`src/hdl/address_region_table_assert.svh`:
```
// ----------------------------------------------------------------------------
// address_region_table_assert
// Assertion macros for the region table; empty when built for synthesis.
// ----------------------------------------------------------------------------
`ifndef ADDRESS_REGION_TABLE_ASSERT_SVH
`define ADDRESS_REGION_TABLE_ASSERT_SVH

`ifndef SYNTHESIS
// same-cycle implication, clocked on clk, off during reset
`define ART_ASSERT(lbl, ante, cons, msg) \
	lbl: assert property (@(posedge clk) disable iff (!arst_n) (ante) |-> (cons)) \
		else $error(msg);
// next-cycle implication
`define ART_ASSERT_NXT(lbl, ante, cons, msg) \
	lbl: assert property (@(posedge clk) disable iff (!arst_n) (ante) |=> (cons)) \
		else $error(msg);
`else
`define ART_ASSERT(lbl, ante, cons, msg)
`define ART_ASSERT_NXT(lbl, ante, cons, msg)
`endif

`endif

```
`src/hdl/art_pkg.sv`:
```
// ----------------------------------------------------------------------------
// art_pkg
// Shared codes, entry layout and controller/datapath handshake types.
// ----------------------------------------------------------------------------
package art_pkg;

	localparam int SLOT_W = 4;
	localparam int IN_W   = 184;
	localparam int OUT_W  = 160;

	// item kinds
	localparam logic [1:0] KIND_ADD       = 2'd0;
	localparam logic [1:0] KIND_FIND_ADDR = 2'd1;
	localparam logic [1:0] KIND_FIND_ID   = 2'd2;

	// result status codes
	localparam logic [2:0] ST_OK      = 3'd0;
	localparam logic [2:0] ST_OVERLAP = 3'd1;
	localparam logic [2:0] ST_DUP     = 3'd2;
	localparam logic [2:0] ST_FULL    = 3'd3;
	localparam logic [2:0] ST_NONE    = 3'd4;

	localparam logic [7:0] SHARED_ID = 8'hFF;

	// one table entry, id in the low bits
	typedef struct packed {
		logic [15:0] tag;
		logic [63:0] end_addr;
		logic [63:0] start_addr;
		logic [7:0]  id;
	} entry_t;

	localparam int ENTRY_W = $bits(entry_t);

	typedef struct packed {
		logic [2:0]        status;
		logic [SLOT_W-1:0] slot;
		entry_t            ent;
	} result_t;

	typedef struct packed {
		logic load;
		logic step;
		logic capture_hit;
		logic capture_miss;
		logic out_load;
	} cmd_t;

	typedef struct packed {
		logic more;
		logic hit;
		logic out_free;
	} sts_t;

endpackage

```
`src/hdl/address_region_table.sv`:
```
// ----------------------------------------------------------------------------
// address_region_table
// Region table with ordered add (overlap and duplicate-id check), address lookup and id lookup.
// Each result is captured into a result register and then moved to the output
// register, which drives m_tvalid; a hit ends the scan at its slot.
// Items are taken one at a time: s_tready is high only while idle, and the scan
// reads one table entry per cycle through the table RAM read port.
// Reset: arst_n clears the fill count and all control; table RAM is not swept.
// ----------------------------------------------------------------------------
module address_region_table #(
	parameter int MAX_REGIONS = 16
) (
	input  logic                       clk,
	input  logic                       arst_n,
	// input stream
	input  logic                       s_tvalid,
	output logic                       s_tready,
	// region_id[7:0], base[71:8], length[103:72], address[167:104],
	// handler_tag[183:168]
	input  logic [art_pkg::IN_W-1:0]   s_tdata,
	// kind[1:0]
	input  logic [1:0]                 s_tuser,
	// result stream
	output logic                       m_tvalid,
	input  logic                       m_tready,
	// slot[3:0], found_id[11:4], found_start[75:12], found_end[139:76],
	// found_tag[155:140], zero[159:156]
	output logic [art_pkg::OUT_W-1:0]  m_tdata,
	// status[2:0]
	output logic [2:0]                 m_tuser
);
	import art_pkg::*;

	// command/status between sequencer and datapath
	cmd_t cmd;
	sts_t sts;

	// sequencer: idle -> scan (one RAM read per cycle) -> done (wait for out reg)
	art_ctrl u_ctrl (
		.clk      (clk),
		.arst_n   (arst_n),
		.s_tvalid (s_tvalid),
		.s_tready (s_tready),
		.sts      (sts),
		.cmd      (cmd)
	);

	// datapath: item regs, table RAM, compare, result and output registers;
	// the output register lets a new transfer in while a result waits
	art_datapath #(
		.MAX_REGIONS (MAX_REGIONS)
	) u_dp (
		.clk      (clk),
		.arst_n   (arst_n),
		.cmd      (cmd),
		.sts      (sts),
		.s_tdata  (s_tdata),
		.s_tuser  (s_tuser),
		.m_tvalid (m_tvalid),
		.m_tready (m_tready),
		.m_tdata  (m_tdata),
		.m_tuser  (m_tuser)
	);

endmodule

```
`src/hdl/art_ram.sv`:
```
// ----------------------------------------------------------------------------
// art_ram
// Generic single-write, single-read RAM with registered read data.
// ----------------------------------------------------------------------------
module art_ram #(
	parameter int WIDTH = 8,
	parameter int DEPTH = 16
) (
	input  logic                                    clk,
	input  logic                                    we,
	input  logic [((DEPTH > 1) ? $clog2(DEPTH) : 1)-1:0] waddr,
	input  logic [WIDTH-1:0]                        wdata,
	input  logic                                    re,
	input  logic [((DEPTH > 1) ? $clog2(DEPTH) : 1)-1:0] raddr,
	output logic [WIDTH-1:0]                        rdata
);

	logic [WIDTH-1:0] mem_q [DEPTH];

	always_ff @(posedge clk) begin
		if (we) begin
			mem_q[waddr] <= wdata;
		end
		if (re) begin
			rdata <= mem_q[raddr];
		end
	end

endmodule

```
`src/hdl/art_ctrl.sv`:
```
// ----------------------------------------------------------------------------
// art_ctrl
// Sequencer: accept, scan the table, capture the result, hand it to output.
// ----------------------------------------------------------------------------
module art_ctrl (
	input  logic          clk,
	input  logic          arst_n,
	input  logic          s_tvalid,
	output logic          s_tready,
	input  art_pkg::sts_t sts,
	output art_pkg::cmd_t cmd
);
	import art_pkg::*;

	localparam logic [1:0] ST_IDLE = 2'd0;
	localparam logic [1:0] ST_SCAN = 2'd1;
	localparam logic [1:0] ST_DONE = 2'd2;

	logic [1:0] state_q;
	logic [1:0] state_d;

	assign s_tready = (state_q == ST_IDLE);

	always_comb begin
		state_d = state_q;
		cmd     = '0;
		case (state_q)
			ST_IDLE: begin
				if (s_tvalid) begin
					cmd.load = 1'b1;
					state_d  = ST_SCAN;
				end
			end
			ST_SCAN: begin
				cmd.step = 1'b1;
				if (sts.hit) begin
					cmd.capture_hit = 1'b1;
					state_d         = ST_DONE;
				end else if (!sts.more) begin
					cmd.capture_miss = 1'b1;
					state_d          = ST_DONE;
				end
			end
			ST_DONE: begin
				if (sts.out_free) begin
					cmd.out_load = 1'b1;
					state_d      = ST_IDLE;
				end
			end
			default: begin
				state_d = ST_IDLE;
			end
		endcase
	end

	always_ff @(posedge clk or negedge arst_n) begin
		if (!arst_n) begin
			state_q <= ST_IDLE;
		end else begin
			state_q <= state_d;
		end
	end

endmodule

```
`src/hdl/art_datapath.sv`:
```
// ----------------------------------------------------------------------------
// art_datapath
// Item registers, scan pointer, entry compare, table RAM and output register.
// ----------------------------------------------------------------------------
`include "address_region_table_assert.svh"

module art_datapath #(
	parameter int MAX_REGIONS = 16
) (
	input  logic                       clk,
	input  logic                       arst_n,
	input  art_pkg::cmd_t              cmd,
	output art_pkg::sts_t              sts,
	input  logic [art_pkg::IN_W-1:0]   s_tdata,
	input  logic [1:0]                 s_tuser,
	output logic                       m_tvalid,
	input  logic                       m_tready,
	output logic [art_pkg::OUT_W-1:0]  m_tdata,
	output logic [2:0]                 m_tuser
);
	import art_pkg::*;

	localparam int IW = (MAX_REGIONS > 1) ? $clog2(MAX_REGIONS) : 1;
	localparam int CW = $clog2(MAX_REGIONS + 1);
	localparam logic [CW-1:0] CNT_MAX = CW'(MAX_REGIONS);

	function automatic logic [SLOT_W-1:0] to_slot(input logic [IW-1:0] i);
		logic [IW+SLOT_W-1:0] w;
		w = {{SLOT_W{1'b0}}, i};
		return w[SLOT_W-1:0];
	endfunction

	// input unpack
	logic [7:0]  in_id;
	logic [63:0] in_base;
	logic [31:0] in_len;
	logic [63:0] in_addr;
	logic [15:0] in_tag;

	assign in_id   = s_tdata[7:0];
	assign in_base = s_tdata[71:8];
	assign in_len  = s_tdata[103:72];
	assign in_addr = s_tdata[167:104];
	assign in_tag  = s_tdata[183:168];

	// item registers
	logic [1:0]  kind_q;
	logic [7:0]  id_q;
	logic [63:0] base_q;
	logic [63:0] end_q;
	logic [63:0] addr_q;
	logic [15:0] tag_q;
	logic        scan_en_q;

	// table state and scan pointer
	logic [CW-1:0] cnt_q;
	logic [CW-1:0] idx_q;
	logic          chk_vld_q;
	logic [IW-1:0] chk_idx_q;

	logic    issue;
	logic    ram_re;
	logic    ram_we;
	entry_t  ent;
	entry_t  new_ent;
	logic    ovl;
	logic    dup;
	logic    match;
	logic [2:0] hit_status;

	result_t res_q;
	result_t out_q;
	logic    out_vld_q;

	assign issue  = scan_en_q && (idx_q < cnt_q);
	assign ram_re = cmd.step && issue;
	assign ram_we = cmd.capture_miss && (kind_q == KIND_ADD) && (cnt_q != CNT_MAX);

	assign new_ent.id         = id_q;
	assign new_ent.start_addr = base_q;
	assign new_ent.end_addr   = end_q;
	assign new_ent.tag        = tag_q;

	art_ram #(
		.WIDTH (ENTRY_W),
		.DEPTH (MAX_REGIONS)
	) u_ram (
		.clk   (clk),
		.we    (ram_we),
		.waddr (cnt_q[IW-1:0]),
		.wdata (new_ent),
		.re    (ram_re),
		.raddr (idx_q[IW-1:0]),
		.rdata (ent)
	);

	// entry compare on the word read last cycle
	always_comb begin
		ovl = (ent.start_addr == base_q) || (ent.end_addr == end_q)
			|| ((ent.start_addr > base_q) && (ent.start_addr < end_q))
			|| ((ent.end_addr > base_q) && (ent.end_addr < end_q))
			|| ((ent.start_addr < base_q) && (ent.end_addr > end_q))
			|| ((ent.start_addr > base_q) && (ent.end_addr < end_q));
		dup = (id_q != SHARED_ID) && (ent.id == id_q);
		hit_status = ST_OK;
		case (kind_q)
			KIND_ADD: begin
				match      = ovl || dup;
				hit_status = ovl ? ST_OVERLAP : ST_DUP;
			end
			KIND_FIND_ADDR: begin
				match = (addr_q >= ent.start_addr) && (addr_q <= ent.end_addr);
			end
			KIND_FIND_ID: begin
				match = (ent.id == id_q);
			end
			default: begin
				match = 1'b0;
			end
		endcase
	end

	assign sts.more     = scan_en_q && (issue || chk_vld_q);
	assign sts.hit      = chk_vld_q && match;
	assign sts.out_free = !out_vld_q || m_tready;

	// item capture, no reset on payload
	always_ff @(posedge clk) begin
		if (cmd.load) begin
			kind_q <= s_tuser;
			id_q   <= in_id;
			base_q <= in_base;
			end_q  <= in_base + {32'd0, in_len};
			addr_q <= in_addr;
			tag_q  <= in_tag;
		end
		if (cmd.step) begin
			chk_idx_q <= idx_q[IW-1:0];
		end
	end

	always_ff @(posedge clk or negedge arst_n) begin
		if (!arst_n) begin
			scan_en_q <= 1'b0;
			cnt_q     <= '0;
			idx_q     <= '0;
			chk_vld_q <= 1'b0;
		end else begin
			if (cmd.load) begin
				scan_en_q <= ((s_tuser == KIND_ADD) && (cnt_q != CNT_MAX))
					|| (s_tuser == KIND_FIND_ADDR) || (s_tuser == KIND_FIND_ID);
				idx_q     <= '0;
				chk_vld_q <= 1'b0;
			end else if (cmd.step) begin
				chk_vld_q <= issue;
				if (issue) begin
					idx_q <= idx_q + 1'b1;
				end
			end
			if (ram_we) begin
				cnt_q <= cnt_q + 1'b1;
			end
		end
	end

	// result capture
	always_ff @(posedge clk) begin
		if (cmd.capture_hit) begin
			res_q.status <= hit_status;
			res_q.slot   <= to_slot(chk_idx_q);
			res_q.ent    <= ent;
		end else if (cmd.capture_miss) begin
			if ((kind_q == KIND_ADD) && (cnt_q != CNT_MAX)) begin
				res_q.status <= ST_OK;
				res_q.slot   <= to_slot(cnt_q[IW-1:0]);
				res_q.ent    <= new_ent;
			end else begin
				res_q.status <= (kind_q == KIND_ADD) ? ST_FULL : ST_NONE;
				res_q.slot   <= '0;
				res_q.ent    <= '0;
			end
		end
		if (cmd.out_load) begin
			out_q <= res_q;
		end
	end

	always_ff @(posedge clk or negedge arst_n) begin
		if (!arst_n) begin
			out_vld_q <= 1'b0;
		end else if (cmd.out_load) begin
			out_vld_q <= 1'b1;
		end else if (m_tready) begin
			out_vld_q <= 1'b0;
		end
	end

	assign m_tvalid = out_vld_q;
	assign m_tuser  = out_q.status;
	assign m_tdata  = {{(OUT_W - ENTRY_W - SLOT_W){1'b0}}, out_q.ent, out_q.slot};

	`ART_ASSERT(a_wr_below_max, ram_we, cnt_q < CNT_MAX, "append with full table")
	`ART_ASSERT(a_rd_below_cnt, ram_re, idx_q < cnt_q, "read beyond fill count")
	`ART_ASSERT_NXT(a_cnt_by_write, !ram_we, $stable(cnt_q), "count moved without write")
	`ART_ASSERT(a_hit_on_check, cmd.capture_hit, chk_vld_q, "hit without a checked entry")

endmodule
```
`config.mk`:
```
export PLATFORM = sky130hd
export DESIGN_NAME = address_region_table
export DESIGN_NICKNAME = d
export VERILOG_FILES = /design/src/hdl/art_pkg.sv /design/src/hdl/address_region_table.sv /design/src/hdl/art_ram.sv /design/src/hdl/art_ctrl.sv /design/src/hdl/art_datapath.sv
export VERILOG_INCLUDE_DIRS = /design/src /design/src/hdl
export SDC_FILE = /design/constraint.sdc
export NUM_CORES = 2
export LEC_CHECK = 0
export ABC_CLOCK_PERIOD_IN_PS = 23800
export BUFFER_PORTS_ARGS = -buffer_cell sky130_fd_sc_hd__buf_2
export CAP_MARGIN = 10
export CORE_MARGIN = 5
export CORE_UTILIZATION = 34
export CTS_CLUSTER_SIZE = 20
export DETAILED_ROUTE_END_ITERATION = 8
export HOLD_SLACK_MARGIN = 0.15
export SLEW_MARGIN = 0
export SYNTH_ARGS = -nofsm -noshare
export SYNTH_HDL_FRONTEND = slang
export SYNTH_SLANG_ARGS = --single-unit
export TNS_END_PERCENT = 1
```
`constraint.sdc`:
```
create_clock -name clk -period 23.8 [get_ports clk]
set_input_delay 4.76 -clock clk [delete_from_list [all_inputs] [get_ports clk]]
set_output_delay 4.76 -clock clk [all_outputs]
set_load 0.05 [all_outputs]
```
# After elaboration in Yosys (flattened, before gate mapping)
# Memory sizes are Yosys's and may differ from the RTL's. A register that Yosys moved wholly into a read port is not among the register bits.
# Index checks and enable logic that the tools add are counted.
[totals] ff_bits=555 mem_bits_rw=2432 mem_count=1
[mem_list] name="u_dp.u_ram.mem_q" depth=16 width=152 read_ports=1 rd_ports_with_merged_regs=1 write_ports=1 line="art_ram.sv:18" text="logic [WIDTH-1:0] mem_q [DEPTH];"
[op_classes] n_addsub=3 magnitude_cmp=9 n_eq_ne=14 mux=29 reduce_logical=34
[op_table] operator="159-bit 2-to-1 mux" count=3
[op_table] operator="64-bit greater-than comparator" count=3
[op_table] operator="64-bit < comparator" count=3
[op_table] operator="64-bit == test" count=2
[op_table] operator="64-bit by 32-bit adder with 64-bit output" count=1
[op_table] operator="64-bit >= comparator" count=1
[op_table] operator="64-bit less-or-equal comparator" count=1
[op_table] operator="5-bit 2-to-1 mux" count=3
[op_table] operator="1-bit logical AND" count=14
[op_table] operator="1-bit 2-to-1 mux" count=13
[op_table] operator="5-bit by 1-bit adder with 5-bit output, second input constant" count=2
[op_table] operator="1-bit logical OR" count=10
[op_table] operator="2-bit 2-to-1 mux" count=5
[op_table] operator="3-bit 2-to-1 mux" count=3
[op_table] operator="8-bit == test" count=1
[op_table] operator="8-bit inequality test, second input constant" count=1
[op_table] operator="2-bit nonzero test" count=4
[op_table] operator="2-bit by 1-bit == test with 1-bit output, second input constant" count=3
[op_table] operator="2-bit == test, second input constant" count=3
[op_table] operator="2-bit logical NOT" count=3
[op_table] operator="2-bit one-hot mux with 3 select lines" count=1
[op_table] operator="5-bit < comparator" count=1
[op_table] operator="5-bit inequality test, second input constant" count=1
[op_table] operator="2-bit inequality test, second input constant" count=2
[op_table] operator="5 further kinds" count=5

# Logic depth before layout (Yosys ltp)
[logic_depth] depth_word=15 depth_mapped=15 ltp_nobuf=14

# Hierarchy
# A second synthesis with hierarchy kept.
[hier_totals] cells_unflattened=6389 area_unflattened_um2=126082.2
[modules_own_cells] module="art_ram" n_inst=1 cells_each=3972 area_per_inst_um2=95985.8
[modules_own_cells] module="art_datapath" n_inst=1 cells_each=2404 area_per_inst_um2=29970.0
[modules_own_cells] module="art_ctrl" n_inst=1 cells_each=13 area_per_inst_um2=126.4

# Least setup slack after synthesis
# No wires, ideal clock.
[synth_timing] path_kind="flip-flop to flip-flop" start="reg u_dp.end_q[46]" end="mem u_dp.u_ram.mem_q[3][0] (netlist name), enable pin" arrival_time_ns=18.336 t_required_ns=22.712 path_slack_ns=4.376 stages_incl_launch_ff=14 path_buffers=0 path_cell_list="edfxtp_1 > inv_1 > ha_1 > or4_1 > a21oi_1 > o21ai_1 > o211ai_1 > nand4b_1 > or4b_1 > nor3_2 > a2bb2o_4 > o21a_4 > nand2_2 > nor4b_1"
[synth_via] elab_chain_cells=15 word_cells_on_any_way=22 cone_classes="3 x order compare; 1 x eq/ne; 5 x mux; 13 x reduce/logical"
[synth_lines] item="from (decl)" line="art_datapath.sv:50" text="logic [63:0] end_q;"
[synth_lines] item="from (signal assigned)" line="art_datapath.sv:133" text="end_q <= in_base + {32'd0, in_len};"
[synth_lines] item="64-bit < comparator / 64-bit == test (equally long branches)" line="art_datapath.sv:100, art_datapath.sv:99"
[synth_lines] item="1-bit logical AND / 1-bit logical OR (equally long branches)" line="art_datapath.sv:100, art_datapath.sv:99"
[synth_lines] item="1-bit logical OR" line="art_datapath.sv:100" text="|| ((ent.start_addr > base_q) && (ent.start_addr < end_q))"
[synth_lines] item="1-bit logical OR" line="art_datapath.sv:101" text="|| ((ent.end_addr > base_q) && (ent.end_addr < end_q))"
[synth_lines] item="1-bit logical OR" line="art_datapath.sv:102" text="|| ((ent.start_addr < base_q) && (ent.end_addr > end_q))"
[synth_lines] item="1-bit logical OR *" line="art_datapath.sv:103" text="|| ((ent.start_addr > base_q) && (ent.end_addr < end_q));"
[synth_lines] item="1-bit logical OR *" line="art_datapath.sv:108" text="match = ovl || dup;"
[synth_lines] item="1-bit one-hot mux with 3 select lines *" line="art_datapath.sv:106" text="case (kind_q)"
[synth_lines] item="1-bit logical AND *" line="art_datapath.sv:124" text="assign sts.hit = chk_vld_q && match;"
[synth_lines] item="1-bit 2-to-1 mux *" line="art_ctrl.sv:36" text="if (sts.hit) begin"
[synth_lines] item="3-bit 2-to-1 mux *" line="art_ctrl.sv:27" text="case (state_q)"
[synth_lines] item="1-bit logical AND * (2 in a row)" line="art_datapath.sv:77" text="assign ram_we = cmd.capture_miss && (kind_q == KIND_ADD) && (cnt_q != CNT_MAX);"
[synth_lines] item="1-bit 2-to-1 mux *" line="art_ram.sv:21" text="if (we) begin"
[synth_lines] item="1-bit 2-to-1 mux (not written as such) *" line="art_ram.sv:22" text="mem_q[waddr] <= wdata;"
[synth_lines] item="to (decl)" line="art_ram.sv:18"
# Mark *: on every way between the ends. The rest lies on a longest branch, timed or not.

# Worst setup path after layout
[layout_timing] start="reg u_dp.end_q[47]" end="mem u_dp.u_ram.mem_q[0][116] (netlist name), enable pin"
# Same word-level chain as after synthesis.

==> impl_metrics.tcl <==
set metrics [dict create \
    synth_edf_count 3124 \
    critPathMaxFanout 44 \
    synth_common_cells "edfxtp_1 (3124), mux4_2 (760), ha_1 (424)" \
    fin_skew_ns 0.0564 \
    firstDrtPassIters 6 \
    cts_sinks 3139 \
    syn_area_mm2 0.128 \
    path_class "reg -> reg" \
    rsz0062_at_grt "no" \
    drt_iter0_drc 7271 \
    grtUsageTotal 0.187 \
    wl_per_cell_um 30.9 \
    grt_pass1_wl_mm 520 \
    gr-total-overflow 0 \
    worst_pin_slew_ns 1.72 \
    synth_warnings 0 \
    setup_tns_ns 0 \
    worst_ep_required_time_ns 24.34 \
    slew_violations 1 \
    synth_ff_type "edfxtp_1" \
    vias_per_cell 5.40 \
    yosysSeqAreaShare 0.738 \
    slew_headroom -0.145 \
    drc_errors 0 \
    p_int_mw 10.8 \
    yosysMostFrequentCell "edfxtp_1" \
    switching_share 0.293 \
    end_kind "flip-flop" \
    chipWidth_um 623 \
    core_area_mm2 0.375 \
    post_cts_resized 0 \
    initial_core_util 0.341 \
    cts_made_buffers 325 \
    r2r_cells 18 \
    numPortBuffers 350 \
    dp.cells 11400 \
    crit_path_start_kind "flip-flop" \
    async_flop_share 0.00478 \
    layout_min_cycle_time_ns 9.09 \
    layout-drive-gt1-share 0.271 \
    fp.dieH_um 623 \
    totalWireLength_mm 370 \
    drv_cap 0 \
    clkTransAtPathRegs_ns 0.06 \
    yosysUniqueCellTypes 74 \
    p_seq_frac 0.479 \
    timing.final.crit_share 0.382 \
    hp-class "reg -> reg" \
    hold_end "u_dp.m_tdata[153]$_DFFE_PP_" \
    power_density_mw_per_mm2 105 \
    gp_congestion 0.926 \
    setup_viol 0 \
    min_path_cells 0 \
    cts_tree "built" \
    cts_buffer_depth 4 \
    clk_latency_ns 0.93 \
    row_count 225 \
    cts_hold_buf 0 \
    p_comb_frac 0.186 \
    status "finished, violations left" \
    p_total_mw 15.3 \
    die_area_mm2 0.388 \
    grt_max_degree 132 \
    reg2reg_slack_ns 14.71 \
    vias 64800 \
    holdCritStartpoint "u_dp.res_q[149]$_DFFE_PP_" \
    synth_largest_area_cell "edfxtp_1" \
    max_freq_mhz 110 \
    grt_antenna_before_repair 41 \
    syn_area_per_cell_um2 20.8 \
    ant_nets 0 \
    synthTopCellsByArea "edfxtp_1 (74%), mux4_2 (13%), ha_1 (4.2%), o32ai_2 (1.8%), inv_1 (0.87%)" \
    p_switching_mw 4.48 \
    fin_cells 12000 \
    finalHoldViolCount 0 \
    clockPowerShare 0.335 \
    p_leak_nw 47.4 \
    ios 355 \
    violations "max-slew violations" \
    fin_nets 7325 \
    timing.rr.start "u_dp.end_q[47]$_DFFE_PP_" \
    syn-instance-count 6149 \
    area_delta_synth_final_pct 14.9 \
    cp.arrival_ns 9.63 \
    place.detailed.hpwl_mm 228 \
    reg2reg_to "u_dp.u_ram.mem_q[0][116]$_DFFE_PP_" \
    grt_pass1_vias 66500 \
    cts_root_buffer "clkbuf_16" \
    ys_seq_elements 3139 \
    synth_top_area_frac 0.735 \
    h-tree-depth 5 \
    ir_drop_uv 81.7 \
    post_cts_buffers 0 \
]
[stage by stage]
| stage | area, µm² | hold WS [ns] | utilization | worst slack [ns] |
|---|---|---|---|---|
| floorplan | 128000 | 0.400 | - | 4.38 |
| global placement | 136000 | 0.405 | 0.362 | 14.30 |
| detailed placement | 136000 | 0.405 | 0.362 | 14.53 |
| CTS | 147000 | 0.415 | 0.391 | 14.74 |
| global route | 147000 | 0.422 | 0.391 | 14.67 |
| finish | 147000 | 0.417 | 0.391 | 14.71 |
[worst max-delay path, cell delays in order, from the launching register on]
cell and delay, ns:
edfxtp_1 0.71, inv_1 0.22, ha_1 0.36, nand4_1 0.12, nor3_1 0.73, o21ai_0 0.20, nand4_1 0.34, a2111oi_1 0.11
buf_4 0.20, o21ai_0 0.68, nand3_1 0.21, a2bb2o_4 0.33, o21a_4 0.55, nand2_2 0.33, nor3_2 0.31, buf_4 0.61
buf_4 0.76, buf_4 0.84, buf_4 0.68
[registers in the layout (all words and copies together) (netlist names), 8 cells and up]
signal,cells
u_dp.m_tdata,156
u_dp.end_q,64
u_dp.id_q,8
u_dp.tag_q,16
u_dp.res_q,159
u_dp.base_q,64
u_dp.u_ram.mem_q,2432
u_dp.addr_q,64
u_dp.u_ram.rdata,152
[layer usage]
metal  wire length [µm]  GRT usage  share of wire  up-vias
met5                101          0        0.00027        -
met4              18700     0.0801          0.050       16
met3              23200     0.0280          0.063      601
met2             184000      0.317           0.50     2591
met1             145000      0.239           0.39    34900
li1                   -          -              -    26700
[cell usage in the layout (no fill, tap or decap), types with 73 or more instances in the layout]
cell	count
nor2_1	76
buf_4	117
nand4_1	97
clkbuf_16	328
buf_2	352
nand2_1	264
edfxtp_1	3124
inv_1	296
ha_1	424
o21ai_0	73
mux4_2	760
a21oi_1	157
o32ai_2	139
[cells by family (layout without fill, tap and decap cells)]
family	Yosys count	after routing	synth area share
buf+inv	547	1369	0.0179
flops	3139	3139	0.738
compound gates	556	556	0.0382
mux	770	770	0.135
other cells	1	31	0.0000294
simple gates	637	637	0.0241
fa+ha+maj	425	425	0.0417
xor+xnor	74	74	0.00508
[power by group through the flow]
stage | clock, mW | sequential, mW | combinational (mW)
floorplan | 0 | 7.39 | 1.82
global placement | 0 | 7.42 | 2.86
detailed placement | 0 | 7.45 | 2.88
CTS | 5.23 | 7.34 | 2.89
global route | 5.46 | 7.37 | 3.07
finish | 5.13 | 7.34 | 2.86
[cell type report]
type / instances / area, µm²
Fill cell: 33100 / 228000
Sequential cell: 3139 / 94200
Multi-Input combinational cell: 2466 / 31400
Clock buffer: 384 / 8450
Tap cell: 4994 / 6250
Timing Repair Buffer: 481 / 2890
Clock inverter: 207 / 2300
Inverter: 297 / 1120
Antenna cell: 27 / 67.6
[worst max path at each step]
stage | depth (start not counted) | end | startpoint
after floorplan | 13 | u_dp.u_ram.mem_q[3][0]$_DFFE_PP_ | u_dp.end_q[46]$_DFFE_PP_
after global routing | 18 | u_dp.u_ram.mem_q[0][114]$_DFFE_PP_ | u_dp.end_q[47]$_DFFE_PP_
after detailed placement | 16 | u_dp.end_q[60]$_DFFE_PP_ | s_tdata[8]
after global placement | 12 | u_dp.end_q[59]$_DFFE_PP_ | s_tdata[26]
after CTS | 18 | u_dp.u_ram.mem_q[0][116]$_DFFE_PP_ | u_dp.end_q[45]$_DFFE_PP_
final | 18 | u_dp.u_ram.mem_q[0][116]$_DFFE_PP_ | u_dp.end_q[47]$_DFFE_PP_
No activity file was read; power rests on OpenSTA's default activity.
